`src/sv/pds_pkg.sv`:
```
`timescale 1ns / 1ps
// Shared types and constants for the particle depth sorter.
package pds_pkg;

  localparam int IDX_W   = 10;
  localparam int KEY_W   = 48;
  localparam int POS_W   = 32;
  localparam int FWD_W   = 16;
  localparam int BIRTH_W = 16;
  localparam int CNT_OUT_W = 11;
  localparam int RANK_W  = 10;
  localparam int CFG_IDX_W = 3;
  localparam int CFG_DATA_W = 32;

  typedef enum logic [1:0] {
    ACT_CLEAR  = 2'd0,
    ACT_INSERT = 2'd1,
    ACT_READ   = 2'd2,
    ACT_NONE   = 2'd3
  } action_t;

  typedef enum logic [2:0] {
    MODE_NONE       = 3'd0,
    MODE_BIRTH_ASC  = 3'd1,
    MODE_BIRTH_DESC = 3'd2,
    MODE_NEAR       = 3'd3,
    MODE_FAR        = 3'd4
  } mode_t;

  typedef enum logic [CFG_IDX_W-1:0] {
    REG_CAM_X = 3'd0,
    REG_CAM_Y = 3'd1,
    REG_CAM_Z = 3'd2,
    REG_FWD_X = 3'd3,
    REG_FWD_Y = 3'd4,
    REG_FWD_Z = 3'd5
  } reg_idx_t;

  typedef enum logic [2:0] {
    KIND_CLEAR,
    KIND_DROP,
    KIND_MISS,
    KIND_READ,
    KIND_INSERT
  } kind_t;

  typedef enum logic [2:0] {
    S_IDLE,
    S_MUL,
    S_SUM,
    S_SEEK,
    S_CMP,
    S_PLACE,
    S_READ,
    S_DONE
  } state_t;

  typedef struct packed {
    logic  in_ready;
    logic  cap;
    logic  mul;
    logic  sum;
    logic  rd_en;
    logic  rd_rank;
    logic  wr_en;
    logic  wr_new;
    logic  pos_load;
    logic  pos_dec;
    logic  cnt_clear;
    logic  cnt_inc;
    logic  out_load;
    kind_t out_kind;
  } cmd_t;

  typedef struct packed {
    action_t action;
    logic    full;
    logic    rank_ok;
    logic    pos_zero;
    logic    less;
    logic    out_busy;
  } sts_t;

endpackage

```
`src/sv/pds_ctrl.sv`:
```
`timescale 1ns / 1ps
// Sequencer for the particle depth sorter.
module pds_ctrl
  import pds_pkg::*;
(
  input  logic clk,
  input  logic rst,
  input  logic in_valid,
  input  sts_t sts,
  output cmd_t cmd
);

  state_t state, state_next;
  kind_t  kind, kind_next;

  always_ff @(posedge clk) begin
    if (rst) begin
      state <= S_IDLE;
      kind  <= KIND_CLEAR;
    end else begin
      state <= state_next;
      kind  <= kind_next;
    end
  end

  always_comb begin
    state_next = state;
    kind_next  = kind;
    cmd        = '0;
    cmd.out_kind = kind;
    unique case (state)
      S_IDLE: begin
        cmd.in_ready = 1'b1;
        if (in_valid) begin
          cmd.cap = 1'b1;
          unique case (sts.action)
            ACT_CLEAR: begin
              cmd.cnt_clear = 1'b1;
              kind_next  = KIND_CLEAR;
              state_next = S_DONE;
            end
            ACT_INSERT: begin
              if (sts.full) begin
                kind_next  = KIND_DROP;
                state_next = S_DONE;
              end else begin
                state_next = S_MUL;
              end
            end
            ACT_READ: begin
              if (sts.rank_ok) begin
                cmd.rd_en   = 1'b1;
                cmd.rd_rank = 1'b1;
                kind_next   = KIND_READ;
                state_next  = S_READ;
              end else begin
                kind_next  = KIND_MISS;
                state_next = S_DONE;
              end
            end
            default: begin
              kind_next  = KIND_MISS;
              state_next = S_DONE;
            end
          endcase
        end
      end
      S_MUL: begin
        cmd.mul    = 1'b1;
        state_next = S_SUM;
      end
      S_SUM: begin
        cmd.sum      = 1'b1;
        cmd.pos_load = 1'b1;
        state_next   = S_SEEK;
      end
      S_SEEK: begin
        if (sts.pos_zero) begin
          state_next = S_PLACE;
        end else begin
          cmd.rd_en  = 1'b1;
          state_next = S_CMP;
        end
      end
      S_CMP: begin
        if (sts.less) begin
          cmd.wr_en   = 1'b1;
          cmd.pos_dec = 1'b1;
          state_next  = S_SEEK;
        end else begin
          state_next = S_PLACE;
        end
      end
      S_PLACE: begin
        cmd.wr_en   = 1'b1;
        cmd.wr_new  = 1'b1;
        cmd.cnt_inc = 1'b1;
        kind_next   = KIND_INSERT;
        state_next  = S_DONE;
      end
      S_READ: begin
        state_next = S_DONE;
      end
      S_DONE: begin
        if (!sts.out_busy) begin
          cmd.out_load = 1'b1;
          state_next   = S_IDLE;
        end
      end
      default: state_next = S_IDLE;
    endcase
  end

endmodule

```
`config.mk`:
```
export PLATFORM = sky130hd
export DESIGN_NAME = pds_ctrl
export DESIGN_NICKNAME = d
export VERILOG_FILES = /design/src/sv/pds_pkg.sv /design/src/sv/pds_ctrl.sv
export SDC_FILE = /design/constraint.sdc
export NUM_CORES = 1
export LEC_CHECK = 0
export BUFFER_PORTS_ARGS = -buffer_cell sky130_fd_sc_hd__buf_4
export CAP_MARGIN = 25
export CORE_AREA = 5 5 42 44
export CTS_CLUSTER_SIZE = 30
export DETAILED_ROUTE_END_ITERATION = 6
export DIE_AREA = 0 0 47 49
export PLACE_DENSITY = 0.76
export SETUP_SLACK_MARGIN = 0.5
export SLEW_MARGIN = 20
export SYNTH_ARGS = -nofsm -noshare
export SYNTH_HDL_FRONTEND = slang
export SYNTH_SLANG_ARGS = --single-unit
```
`constraint.sdc`:
```
create_clock -name clk -period 1.8 [get_ports clk]
set_input_delay 0.45 -clock clk [delete_from_list [all_inputs] [get_ports clk]]
set_output_delay 0.45 -clock clk [all_outputs]
set_load 0.1 [all_outputs]
```
==> flow_metrics.env, run 1 <==
export IMPL_globalplace_congestion=0.760
export IMPL_synth_cell_types=33
export IMPL_dpl_cell_area_um2=917
export IMPL_syn_area_per_cell_um2=7.95
export IMPL_initial_utilization_pct=38.6
export IMPL_cts_hold_fix_buffers=0
export IMPL_cts_sinks=6
export IMPL_ys_warn_count=0
export IMPL_portBuffers=25
export IMPL_syn_area_um2=541
export IMPL_pre_cts_slack_ns=-0.230
export IMPL_ys_seq_area_share_pct=22.2
export IMPL_placementRows=14
export IMPL_synth_seq_cells=6
export IMPL_h_tree_depth=1
export IMPL_worstEndpointType="top-level output"
export IMPL_error="[ERROR DPL-0038] Utilization greater than 100%, impossible to legalize"
export IMPL_chipHeight_um=49
export IMPL_pin_count=26
export IMPL_dieWidth_um=47
export IMPL_synth_ff_type="dfxtp_1"
export IMPL_clockBufferDepth=2
export IMPL_status="stopped before the end"
export IMPL_lastStage="global routing"
export IMPL_synth_edff_count=0
export IMPL_syn_nets=82
export IMPL_synthCells=68
export IMPL_worst_endpoint="cmd[10]"
export IMPL_async_reset_ff_share_pct=0
export IMPL_grt_max_degree=13
export IMPL_cts_root_buf="clkbuf_4"
export IMPL_hpwl_um=1310
export IMPL_cts_buffers=3
cells by family after synthesis:
logic type	count (synthesis)	share of synthesized area (%)
compound gates	16	22.5
flops	6	22.2
fa+ha+maj	4	9.26
buf+inv	13	11.6
simple gates	29	34.5
metrics by stage:
step                      cells  setup TNS [ns]  hold slack (ns)
after CTS                   127          -0.841            0.398
after detailed placement    113          -0.611            0.469
after global placement      113          -0.575            0.461
after floorplan              68          -0.835            0.512
timing repair:
item,CTS
gates cloned,2
buffers inserted,9
pin swaps,13
setup endpoints to repair,20
gates resized for setup,59
synth_stat cells (2+ instances only):
library cell  n  area share (%)
inv_1         5             3.5
nand2b_1      4             4.6
buf_2         2             1.9
a21oi_1       6             5.6
and2_1        2             2.3
inv_2         2             1.4
o21ai_1       2             1.9
nor2b_1       2             2.3
buf_4         3             4.2
nor2_1        4             2.8
dfxtp_1       6              22
ha_1          4             9.3
nor3b_1       2             2.8
nor3_1        4             3.7
nand3b_1      2             2.8
==> run 2, diff against run 1 <==
Settings changed: CORE_AREA 5 5 42 44 to 5 5 66 68, CTS_CLUSTER_SIZE 30 to unset, DIE_AREA 0 0 47 49 to 0 0 71 73, PLACE_DENSITY 0.76 to unset, PLACE_DENSITY_LB_ADDON set to 0.15, SETUP_SLACK_MARGIN 0.5 to unset.
==> flow_metrics.env, run 2 <==
export IMPL_worst_pin_slew_ns=0.344
export IMPL_dieWidth_um=71
export IMPL_failed_checks="negative setup slack"
export IMPL_h_tree_depth=1
export IMPL_fin_hold_ws_ns=0.427
export IMPL_dieArea_um2=5180
export IMPL_top_regs="kind x3, state x3"
export IMPL_grt_max_degree=13
export IMPL_relSlewSlack_pct=76.8
export IMPL_syn_nets=82
export IMPL_use_met2_pct=12.2
export IMPL_synth_edff_count=0
export IMPL_portBuffers=25
export IMPL_grt_pass1_vias=649
export IMPL_fin_crit_sh_pct=111
export IMPL_post_route_drc_count=0
export IMPL_chipHeight_um=73
export IMPL_cap_violations=0
export IMPL_synth_seq_cells=6
export IMPL_crit_chain="or4b_4 > inv_12 > and3_4 > buf_12"
export IMPL_p_leak_nw=0.459
export IMPL_clkTransAtPathRegs_ns=0.03
export IMPL_routedWlPerCell_um=11.4
export IMPL_hold_path_class="primary input to flop"
export IMPL_clock_power_share_pct=13.3
export IMPL_async_reset_ff_share_pct=0
export IMPL_cts_root_buf="clkbuf_8"
export IMPL_grt_util_met3_pct=2.34
export IMPL_critPathArrivalTime_ns=1.54
export IMPL_drive_gt1_share_pct=59.4
export IMPL_antenna_found_initial=0
export IMPL_post_route_util_pct=29.1
export IMPL_critPathTopFamily="simple AND/OR/NAND/NOR gates"
export IMPL_vias=620
export IMPL_finalNonFillerCells=151
export IMPL_sw_frac_of_total_pct=55.0
export IMPL_fin_skew_ns=0.000725
export IMPL_ys_seq_area_share_pct=22.2
export IMPL_power_density_nw_per_um2=1320
export IMPL_dpl_cell_area_um2=933
export IMPL_syn_area_per_cell_um2=7.95
export IMPL_rsz0062_at_grt="true"
export IMPL_crit_fanout=3
export IMPL_globalplace_congestion=0.699
export IMPL_first_pass_iters=2
export IMPL_required_ns=1.35
export IMPL_critPathSlowestCell="or4b_4"
export IMPL_area_growth_pct=104
export IMPL_clockBufferDepth=2
export IMPL_synth_top_area_share_pct=22.2
export IMPL_ant_nets=0
export IMPL_crit_path_start_kind="flop"
export IMPL_total_power_mw=1.46
export IMPL_final_common_cell="buf_4"
export IMPL_final_setup_tns_ns=-0.504
export IMPL_power_share_sequential_pct=12.7
export IMPL_cts_buffers=3
export IMPL_yosysTopAreaCell="dfxtp_1"
export IMPL_cp_buffers_inverters=2
export IMPL_finalCriticalPeriod_ns=1.99
export IMPL_synth_area_leaders="dfxtp_1, ha_1, a21oi_1"
export IMPL_pre_cts_slack_ns=-0.224
export IMPL_fin_nets=117
export IMPL_cp_end_kind="output port"
export IMPL_met1_usage_pct=8.41
export IMPL_hpwl_um=1460
export IMPL_grt_busiest_layer="met2"
export IMPL_place_inst=147
export IMPL_switchingPower_mw=0.805
export IMPL_hold_viol_final=0
export IMPL_cts_tree="built"
export IMPL_fillCellCount=424
export IMPL_setup_viol=3
export IMPL_multi_input_area_um2=452
export IMPL_finalInstanceArea_um2=1100
export IMPL_setup_ws_ns=-0.193
export IMPL_avgViaCountPerCell=4.11
export IMPL_critPathMaxStageDelay_ns=0.60
export IMPL_synth_cell_types=33
export IMPL_peakVddDrop_mv=0.578
export IMPL_crit_type="flop to output port"
export IMPL_drt_wl_total_um=1720
export IMPL_initial_utilization_pct=14.2
export IMPL_antennaDiodeCount=0
export IMPL_grt_pass1_wl_um=2940
export IMPL_grt_use_total_pct=7.22
export IMPL_coreArea_um2=3800
export IMPL_internal_power_mw=0.657
export IMPL_status="finished, violations left"
export IMPL_regArea_um2=124
export IMPL_grt_ovfl_total=0
export IMPL_combPwrFrac_pct=74.0
export IMPL_cts_sinks=6
export IMPL_final_cell_mix="buf_4, buf_12, buf_6, a21oi_1, nand2b_1"
export IMPL_ys_warn_count=0
export IMPL_synth_ff_type="dfxtp_1"
export IMPL_slew_viol_final=0
export IMPL_fmax_mhz=502
export IMPL_first_iter_violations=33
export IMPL_synth_common_cells="a21oi_1, dfxtp_1, inv_1"
export IMPL_pin_count=26
export IMPL_synthCells=68
export IMPL_syn_area_um2=541
export IMPL_placementRows=23
export IMPL_clk_insertion_delay_late_ns=0.22
## run 2: metal layers
layer / vias to the layer above / wire length, um / part of all wire [%]
met4: 0 / 8 / 0.46
met3: 2 / 94 / 5.5
met5: - / 0 / 0
met1: 289 / 778 / 45
li1: 312 / - / -
met2: 17 / 841 / 49
## run 2: logic make-up (layout without fill, tap and decap cells)
| family | after synthesis | in the layout | share of synthesized area (%) |
|---|---|---|---|
| flops | 6 | 6 | 22.2 |
| buf+inv | 13 | 46 | 11.6 |
| fa+ha+maj | 4 | 4 | 9.26 |
| compound gates | 16 | 16 | 22.5 |
| simple gates | 29 | 29 | 34.5 |
## run 2: final cells by class
cell class / instances / area share [%]
multi-input combinational: 49 / 40.9
timing repair buffer: 36 / 34.7
sequential: 6 / 11.2
tap: 50 / 5.67
clock buffer: 3 / 3.74
inverter: 7 / 3.74
## run 2: worst paths after layout
| check | depth (start not counted) | startpoint | end | slack (ns) |
|---|---|---|---|---|
| setup reg to reg | 4 | state[1]$_SDFFE_PP0P_ | kind[0]$_SDFFE_PP0P_ | 0.21 |
| hold reg to reg | 2 | kind[2]$_SDFFE_PP0P_ | kind[2]$_SDFFE_PP0P_ | 0.48 |
| hold / removal | 2 | rst | state[0]$_SDFFE_PP0P_ | 0.43 |
| setup / recovery | 4 | state[1]$_SDFFE_PP0P_ | cmd[10] | -0.19 |
## run 2: power by group through the flow
stage | clock network [mW] | registers [mW] | logic, mW
2_1_floorplan | 0 | 0.272 | 0.763
3_3_place_gp | 0 | 0.189 | 0.999
3_5_place_dp | 0 | 0.186 | 0.997
4_1_cts | 0.204 | 0.186 | 1.06
5_1_grt | 0.215 | 0.191 | 1.14
6_report | 0.195 | 0.186 | 1.08
## run 2: what timing repair did
item                                   in CTS  in global routing
pin swaps                                   5                  1
resized for setup                          20                 12
hold buffers                                0                  0
endpoints found under the hold margin       0                  0
setup buffers                               0                  1
setup endpoints to repair                   8                 13
Power figures use the tool's default switching activity.
==> run 3, diff against run 2 <==
Settings changed: REMOVE_ABC_BUFFERS set to 1, SKIP_CTS_REPAIR_TIMING set to 1.
==> flow_metrics.env, run 3 (synthesized netlist as in run 2, its figures left out) <==
export IMPL_status="finished, violations left"
export IMPL_failed_checks="negative setup slack"
export IMPL_globalplace_congestion=0.749
export IMPL_grt_util_met3_pct=3.17
export IMPL_regArea_um2=123
export IMPL_worst_r2r_endpoint="kind[0]$_SDFFE_PP0P_"
export IMPL_post_route_util_pct=27.4
export IMPL_fin_skew_ns=0.000743
export IMPL_cts_tree="built"
export IMPL_hpwl_um=1400
export IMPL_clockBufferDepth=2
export IMPL_finalInstanceArea_um2=1040
export IMPL_fin_crit_sh_pct=109
export IMPL_met1_usage_pct=9.36
export IMPL_crit_type="flop to output port"
export IMPL_coreArea_um2=3800
export IMPL_chipHeight_um=73
export IMPL_p_leak_nw=0.450
export IMPL_peakVddDrop_mv=0.636
export IMPL_antenna_found_initial=0
export IMPL_routedWlPerCell_um=11.4
export IMPL_rr_worst_depth=4
export IMPL_crit_path_start_kind="flop"
export IMPL_grt_busiest_layer="met2"
export IMPL_drive_gt1_share_pct=54.5
export IMPL_pin_count=26
export IMPL_critPathArrivalTime_ns=1.52
export IMPL_r2r_start="state[1]$_SDFFE_PP0P_"
export IMPL_clkTransAtPathRegs_ns=0.04
export IMPL_worst_pin_slew_ns=0.374
export IMPL_startpoint="state[1]$_SDFFE_PP0P_"
export IMPL_endpoint="cmd[10]"
export IMPL_cts_sinks=6
export IMPL_avgViaCountPerCell=3.97
export IMPL_hold_viol_final=0
export IMPL_grt_pass1_wl_um=2930
export IMPL_cp_end_kind="output port"
export IMPL_grt_pass1_vias=612
export IMPL_fin_nets=117
export IMPL_r2r_slack_ns=0.27
export IMPL_ant_nets=0
export IMPL_holdPathStages=2
export IMPL_crit_fanout=4
export IMPL_placementRows=23
export IMPL_hold_path_class="primary input to flop"
export IMPL_drt_wl_total_um=1720
export IMPL_final_setup_tns_ns=-0.423
export IMPL_initial_utilization_pct=14.2
export IMPL_required_ns=1.35
export IMPL_total_power_mw=1.41
export IMPL_clk_insertion_delay_late_ns=0.22
export IMPL_setup_ws_ns=-0.169
export IMPL_cts_buffers=3
export IMPL_vias=599
export IMPL_grt_max_degree=13
export IMPL_dieWidth_um=71
export IMPL_power_density_nw_per_um2=1360
export IMPL_fmax_mhz=508
export IMPL_dpl_cell_area_um2=830
export IMPL_cap_violations=0
export IMPL_post_route_drc_count=0
export IMPL_multi_input_area_um2=408
export IMPL_first_pass_iters=4
export IMPL_area_growth_pct=92.6
export IMPL_grt_use_total_pct=7.13
export IMPL_top_regs="kind x3, state x3"
export IMPL_grt_ovfl_total=0
export IMPL_slew_viol_final=0
export IMPL_cts_root_buf="clkbuf_8"
export IMPL_setup_viol=3
export IMPL_finalCriticalPeriod_ns=1.97
export IMPL_dieArea_um2=5180
export IMPL_final_cell_mix="buf_4, clkbuf_8, a21oi_1, buf_12, buf_6"
export IMPL_h_tree_depth=1
export IMPL_final_common_cell="buf_4"
export IMPL_portBuffers=25
export IMPL_first_iter_violations=17
export IMPL_antennaDiodeCount=0
export IMPL_rsz0062_at_grt="true"
export IMPL_use_met2_pct=11.2
export IMPL_fillCellCount=429
export IMPL_relSlewSlack_pct=74.8
## run 3: per-stage QoR
step	hold WS, ns	worst slack (ns)	instances
finish	0.423	-0.169	151
global route	0.429	-0.209	151
floorplan	0.519	-3.47	62
global placement	0.485	-0.145	147
CTS	0.424	-0.250	150
detailed placement	0.493	-0.164	147
## run 3: power breakdown
| part | leakage, nW | total, mW | switching (mW) | internal (mW) |
|---|---|---|---|---|
| logic | 0.379 | 1.03 | 0.693 | 0.333 |
| clock network | 0.0216 | 0.203 | 0.0594 | 0.144 |
| registers | 0.0500 | 0.184 | 0.0180 | 0.166 |
## run 3: critical path, cell delays in order (launching register included)
cell,delay [ns]
dfxtp_2,0.31
or4b_4,0.55
inv_4,0.08
and3_4,0.19
buf_12,0.17
## run 3: how the worst min path moves through the flow
stage,startpoint,end,slack (ns)
final,rst,state[0]$_SDFFE_PP0P_,0.42
after CTS,rst,kind[2]$_SDFFE_PP0P_,0.42
after floorplan,rst,kind[2]$_SDFFE_PP0P_,0.52
after global placement,kind[2]$_SDFFE_PP0P_,kind[2]$_SDFFE_PP0P_,0.49
after global routing,rst,state[0]$_SDFFE_PP0P_,0.43
after detailed placement,kind[2]$_SDFFE_PP0P_,kind[2]$_SDFFE_PP0P_,0.49
## run 3: routing by layer
layer | part of all wire, % | vias up
met5 | 0 | -
met4 | 0 | 0
met3 | 6.7 | 0
met2 | 47 | 20
met1 | 46 | 270
li1 | - | 309
## run 3: cell type report
cell class / instances / area share [%]
flip-flops and latches: 6 / 11.8
multi-input cells: 49 / 39.2
well taps: 50 / 6.01
repair buffers: 36 / 36.3
clock buffers: 3 / 3.97
inverters: 7 / 2.76
